**src/rtl/dbsv_pkg.sv**
```systemverilog
package dbsv_pkg;

	// Payload of the character channel.
	typedef struct packed {
		logic       action;
		logic [7:0] character;
	} char_word_t;

	// Payload of the result channel.
	typedef struct packed {
		logic [1:0] verdict;
		logic       final_res;
	} result_word_t;

	// Payload of the configuration channel.
	typedef struct packed {
		logic single_mode;
	} cfg_word_t;

	// Values of the action field.
	localparam logic ACTION_CHAR = 1'b0;
	localparam logic ACTION_END  = 1'b1;

	// Verdict codes.
	localparam logic [1:0] VERDICT_PENDING = 2'd0;
	localparam logic [1:0] VERDICT_VALID   = 2'd1;
	localparam logic [1:0] VERDICT_INVALID = 2'd2;

	// Character classes worked out by the front part.
	typedef enum logic [2:0] {
		CLS_BASIC        = 3'd0,
		CLS_VARIANT      = 3'd1,
		CLS_ARRAY        = 3'd2,
		CLS_DICT_OPEN    = 3'd3,
		CLS_DICT_CLOSE   = 3'd4,
		CLS_STRUCT_OPEN  = 3'd5,
		CLS_STRUCT_CLOSE = 3'd6,
		CLS_BAD          = 3'd7
	} char_class_t;

	// One classified word as it waits in the queue.
	typedef struct packed {
		logic        is_end;
		char_class_t cls;
	} item_t;

	// Progress of an open frame. A struct moves from open to one once it holds
	// a type; a dict entry moves from open (needs key) to one (needs value) to
	// two (needs the closing brace).
	localparam logic [1:0] PROG_OPEN = 2'd0;
	localparam logic [1:0] PROG_ONE  = 2'd1;
	localparam logic [1:0] PROG_TWO  = 2'd2;

	// One stack frame. The pending-array count of the enclosing level is not
	// kept: a frame is only ever closed as a complete type, which clears it.
	typedef struct packed {
		logic       dict;
		logic [1:0] prog;
	} frame_t;

endpackage

```
**src/rtl/dbsv_queue.sv**
```systemverilog
module dbsv_queue import dbsv_pkg::*; (
	input  logic  clk,
	input  logic  arst_n,
	input  logic  push_valid,
	input  item_t push_item,
	output logic  push_ready,
	output logic  pop_valid,
	output item_t pop_item,
	input  logic  pop_ready
);

	item_t      slot_q [2];
	logic       wr_ptr_q;
	logic       rd_ptr_q;
	logic [1:0] count_q;
	logic       do_push;
	logic       do_pop;

	assign push_ready = (count_q != 2'd2);
	assign pop_valid  = (count_q != 2'd0);
	assign pop_item   = slot_q[rd_ptr_q];
	assign do_push    = push_valid && push_ready;
	assign do_pop     = pop_valid && pop_ready;

	// Two-entry storage.
	always_ff @(posedge clk) begin
		if (do_push) begin
			slot_q[wr_ptr_q] <= push_item;
		end
	end

	// Pointers and fill count.
	always_ff @(posedge clk or negedge arst_n) begin
		if (!arst_n) begin
			wr_ptr_q <= 1'b0;
			rd_ptr_q <= 1'b0;
			count_q  <= 2'd0;
		end else begin
			if (do_push) begin
				wr_ptr_q <= ~wr_ptr_q;
			end
			if (do_pop) begin
				rd_ptr_q <= ~rd_ptr_q;
			end
			if (do_push && !do_pop) begin
				count_q <= count_q + 2'd1;
			end else if (do_pop && !do_push) begin
				count_q <= count_q - 2'd1;
			end
		end
	end

endmodule

```
**config.mk**
```make
export PLATFORM = sky130hd
export DESIGN_NAME = dbsv_queue
export DESIGN_NICKNAME = d
export VERILOG_FILES = /design/src/rtl/dbsv_pkg.sv /design/src/rtl/dbsv_queue.sv
export SDC_FILE = /design/constraint.sdc
export NUM_CORES = 1
export LEC_CHECK = 0
export BUFFER_PORTS_ARGS = -buffer_cell sky130_fd_sc_hd__buf_2
export CELL_PAD_IN_SITES_DETAIL_PLACEMENT = 0
export CELL_PAD_IN_SITES_GLOBAL_PLACEMENT = 2
export CORE_MARGIN = 3
export CORE_UTILIZATION = 35
export DETAILED_ROUTE_END_ITERATION = 10
export GPL_TIMING_DRIVEN = 0
export PLACE_DENSITY_LB_ADDON = 0.2
export SYNTH_ARGS = -nofsm -noshare
export SYNTH_HDL_FRONTEND = slang
export SYNTH_SLANG_ARGS = --single-unit
```
**constraint.sdc**
```tcl
create_clock -name clk -period 4 [get_ports clk]
set_clock_uncertainty 0.05 [all_clocks]
set_input_delay 0.6 -clock clk [delete_from_list [all_inputs] [get_ports clk]]
set_output_delay 0.6 -clock clk [all_outputs]
set_load 0.02 [all_outputs]
```
Word level (Yosys, flattened, before mapping)
Memory sizes are Yosys's and may differ from the RTL's.
Index checks and enable logic that the tools add are counted.
Word-level totals
  bits in registers: 4
  RAM bits: 8
  input bits: 8
  word-level logic and storage cells: 21
  memories kept: 1
Operators by class
  add/subtract/negate cells: 2
  equality and inequality tests: 1
  multiplexer cells: 4
  bitwise logic cells: 2
  reduce and logical (&&, ||, !) cells: 8
Memory list
  slot_q: words 2, bits a word 4, rd ports 1, clocked after memory_dff 0, write ports 1, RTL line dbsv_queue.sv:12  | item_t slot_q [2];
Operator list (number)
  $logic_and 1x1->1: 4
  $mux 2: 2
  $reduce_bool 2->1: 2
  $add 2x1->2 const B: 1
  $logic_not 1->1: 2
  $mux 1: 2
  $ne 2x2->1 const B: 1
  $not 1->1: 2
  $sub 2x1->2 const B: 1

Depth between registers and ports, before layout
  depth in word-level cells: 6
  mapped depth: 7
  gate-level depth less buffers: 7

Worst setup path before layout
No wires, ideal clock.
  kind: flip-flop to output port
  start: register rd_ptr_q
  end: output port pop_item[0] in the netlist's numbering
  arrival time: 0.809 ns
  required time: 3.350 ns
  setup slack: 2.541 ns
  stages on the path, launching flop included: 2
  path buffers: 0
  cell sequence: dfrtp_1 > mux2_2
RTL lines
  from (decl): RTL line dbsv_queue.sv:14  | logic rd_ptr_q;
  from (signal assigned): RTL line dbsv_queue.sv:43  | rd_ptr_q <= ~rd_ptr_q;
  to (decl): RTL line dbsv_queue.sv:8  | output item_t pop_item,

==> impl_results.md <==
- Status: finished clean
- Placed Cells: 57
- Core area: 1220 um^2
- # Post-CTS Setup Buffers: 0
- Commonest register cell after synthesis: edfxtp_1
- CTS clk-pin slew, worst paths: around 70 ps
- WL/cell: 12.0 um
- Sw frac: 35.4%
- Row count: 12
- Worst Tran Pin Value: 363 ps
- Final HPWL from detailed placement: between 500 and 600 um
- Power share of the sequential group: between 40% and 50%
- Die span in x: 43.7 um
- Placer congestion estimate: slightly below 0.7
- Fin crit period: 1900 ps
- Slew Limit Fails: 0
- Mapped Cells: 30
- Ys Warns: 0
- Clock share of power: around 16%
- Top Ports: 14
- Grt ovf: 0
- Netlist Area Pre-Place: 497 um^2
- Register area share after synthesis: slightly below 70%
- Max Clk Rate: 0.526 GHz
- Fillers: 103
- Post-cts sizing count: 0
- Fin. Hold Viols: 0
- DRC errors left: 0
- H-tree depth reported by CTS: 1
- Fin Hold WS: 74.3 ps
- CP required: 3350 ps
- Final worst slack: 2100 ps
- Global-route usage over all layers: 9.07%
- Post-synth top cells: 8 x edfxtp_1, 4 x dfrtp_1, 4 x mux2_2, 3 x xnor2_1
- CTS Buf Count: 3
- First-pass iteration count of the detailed router: 2
- Dpl ws: about 2400 ps
- P_int: around 300 uW
- Layout Nets: 57
- Leak pwr: 0.262 nW
- Clk buf depth: 2
- Tcrit/Tclk final: between 40% and 50%
- Area delta synth->final: 21.9%
- Post-DP Area: just under 600 um^2
- Die area: 1910 um^2
- Detail Route Antenna Nets: 0
- Design Area, Final: 606 um^2
- Clk_lat worst skew: between 200 and 300 ps
- Worst Path Max Fanout: 5
- WS Path Type: flop to primary output
- Net Sw Power: 167 uW
- WL final: 729 um
- Largest net degree at the start of global routing: 8
- Slew margin rel.: 75.7%
- Non-Filler Instances: 61
- Power per Cell Area: 778 nW/um^2
- Final setup violation count: 0
- Max Cap Viol: 0
- Endpoint class of the critical path: primary output
- Starting DRT DRC Count: 2
- Antenna cell count: 0
- Data arrival, critical path: 1250 ps
- Top cell type's share of synthesized area: 48.4%
- Vias in the first global route: 247
- # hold bufs at CTS: 0
- Startpoint types: flop
- Initial antenna violation count: 0
- Post-synth EDFFs: 8
- Largest cells by area after synthesis: edfxtp_1 48%, dfrtp_1 20%, mux2_2 9.1%
- Total clock sinks: 12
- DR vias: around 280
- Synth unique cells: 13
- Proportion of layout cells with a drive suffix above 1: between 40% and 50%
- Initial Util: about two fifths
- RSZ-0062 raised after global routing: false
- Port Buf Inserts: 13
- Synthesized Nets: 39
- Combinational cell fraction of total power: 39.6%
- Root buf cell: clkbuf_4
- First-pass GRT wire length: 1140 um
- Via density: 4.56
- Setup_tns: 0 ps
- Syn Area/Cell: roughly 17 um^2
- Seq cells post-synth: 12
- Most common cell in the synthesized netlist: edfxtp_1
- VDD IR max: 0.335 mV
- Yosys top cell by area: edfxtp_1
- FFs w/ async S/R, synth: 33.3%
- Die H: 43.7 um
- HP Class: input pin to asynchronous set/reset pin
- CTS tree: built
==> worst max-delay path, cell delays in order, from the launching register on <==
cell and delay [ps]:
dfrtp_1 470, mux2_2 360, buf_2 160
==> flip-flops by register name (all words and copies together), names as in the netlist <==
register	count
wr_ptr_q	1
count_q	2
rd_ptr_q	1
slot_q	8
==> power by group through the flow <==
stage | Combinational (mW) | Sequential [mW] | Clock, mW
after floorplan | 0.146 | 0.205 | 0
after global placement | 0.184 | 0.211 | 0
after detailed placement | 0.189 | 0.214 | 0
after CTS | 0.190 | 0.211 | 0.0782
after global routing | 0.200 | 0.216 | 0.0842
final | 0.186 | 0.210 | 0.0750
==> per-stage QoR <==
| stage | utilization [%] | total power, mW |
|---|---|---|
| final | 49.8 | 0.471 |
| after global routing | 49.8 | 0.500 |
| after CTS | 49.8 | 0.479 |
| after detailed placement | 47.6 | 0.403 |
| after global placement | 47.6 | 0.395 |
| after floorplan | - | 0.352 |
==> final timing paths <==
| check | cells after the start | startpoint | to | slack, ps |
|---|---|---|---|---|
| worst max-delay path | 2 | rd_ptr_q$_DFFE_PN0P_ | pop_item[1] | 2100 |
| worst min-delay path | 1 | arst_n | count_q[1]$_DFFE_PN0P_ | 70 |
| worst max register to register | 6 | count_q[0]$_DFFE_PN0P_ | count_q[1]$_DFFE_PN0P_ | 2500 |
| worst min register to register | 1 | wr_ptr_q$_DFFE_PN0P_ | wr_ptr_q$_DFFE_PN0P_ | 450 |
| max in group asynchronous | 1 | arst_n | rd_ptr_q$_DFFE_PN0P_ | 3710 |
| min in group clk | 1 | wr_ptr_q$_DFFE_PN0P_ | wr_ptr_q$_DFFE_PN0P_ | 450 |
==> cell usage in the layout, fill, tap and decap left out, drive strengths merged <==
cell type	synthesis	final
and3	1	1
buf	0	13
clkbuf	0	3
clkinv	0	1
dfrtp	4	4
edfxtp	8	8
ha	1	1
inv	1	1
mux2	4	4
nand2	2	2
nand2b	1	1
nor2	2	2
or2	1	1
xnor2	3	3
xor2	2	2
==> layout make-up <==
cell class	count	area [um^2]	share of cell area, %
Clock buffer	3	22.5	3.72
Clock inverter	1	3.75	0.620
Inverter	1	3.75	0.620
Tap cell	14	17.5	2.89
Timing Repair Buffer	13	65.1	10.7
Multi-Input combinational cell	17	153	25.2
Sequential cell	12	340	56.2
==> kinds of logic after synthesis <==
kind of cell / Yosys count / synth area share [%]
flops: 12 / 68.5
xor+xnor: 5 / 8.82
simple gates: 7 / 10.3
fa+ha+maj: 1 / 2.52
buf+inv: 1 / 0.755
mux: 4 / 9.07
==> routing by layer <==
| metal | up-vias | part of all wire [%] | track usage, % | wire length, um |
|---|---|---|---|---|
| li1 | 138 | - | - | - |
| met1 | 128 | 46 | 12.0 | 336 |
| met2 | 10 | 45 | 10.5 | 327 |
| met3 | 2 | 6.9 | 2.49 | 50 |
| met4 | 0 | 1.9 | 10.8 | 14 |
| met5 | - | 0 | 0 | 0 |
Note: power is estimated with default switching activity, not from simulation.
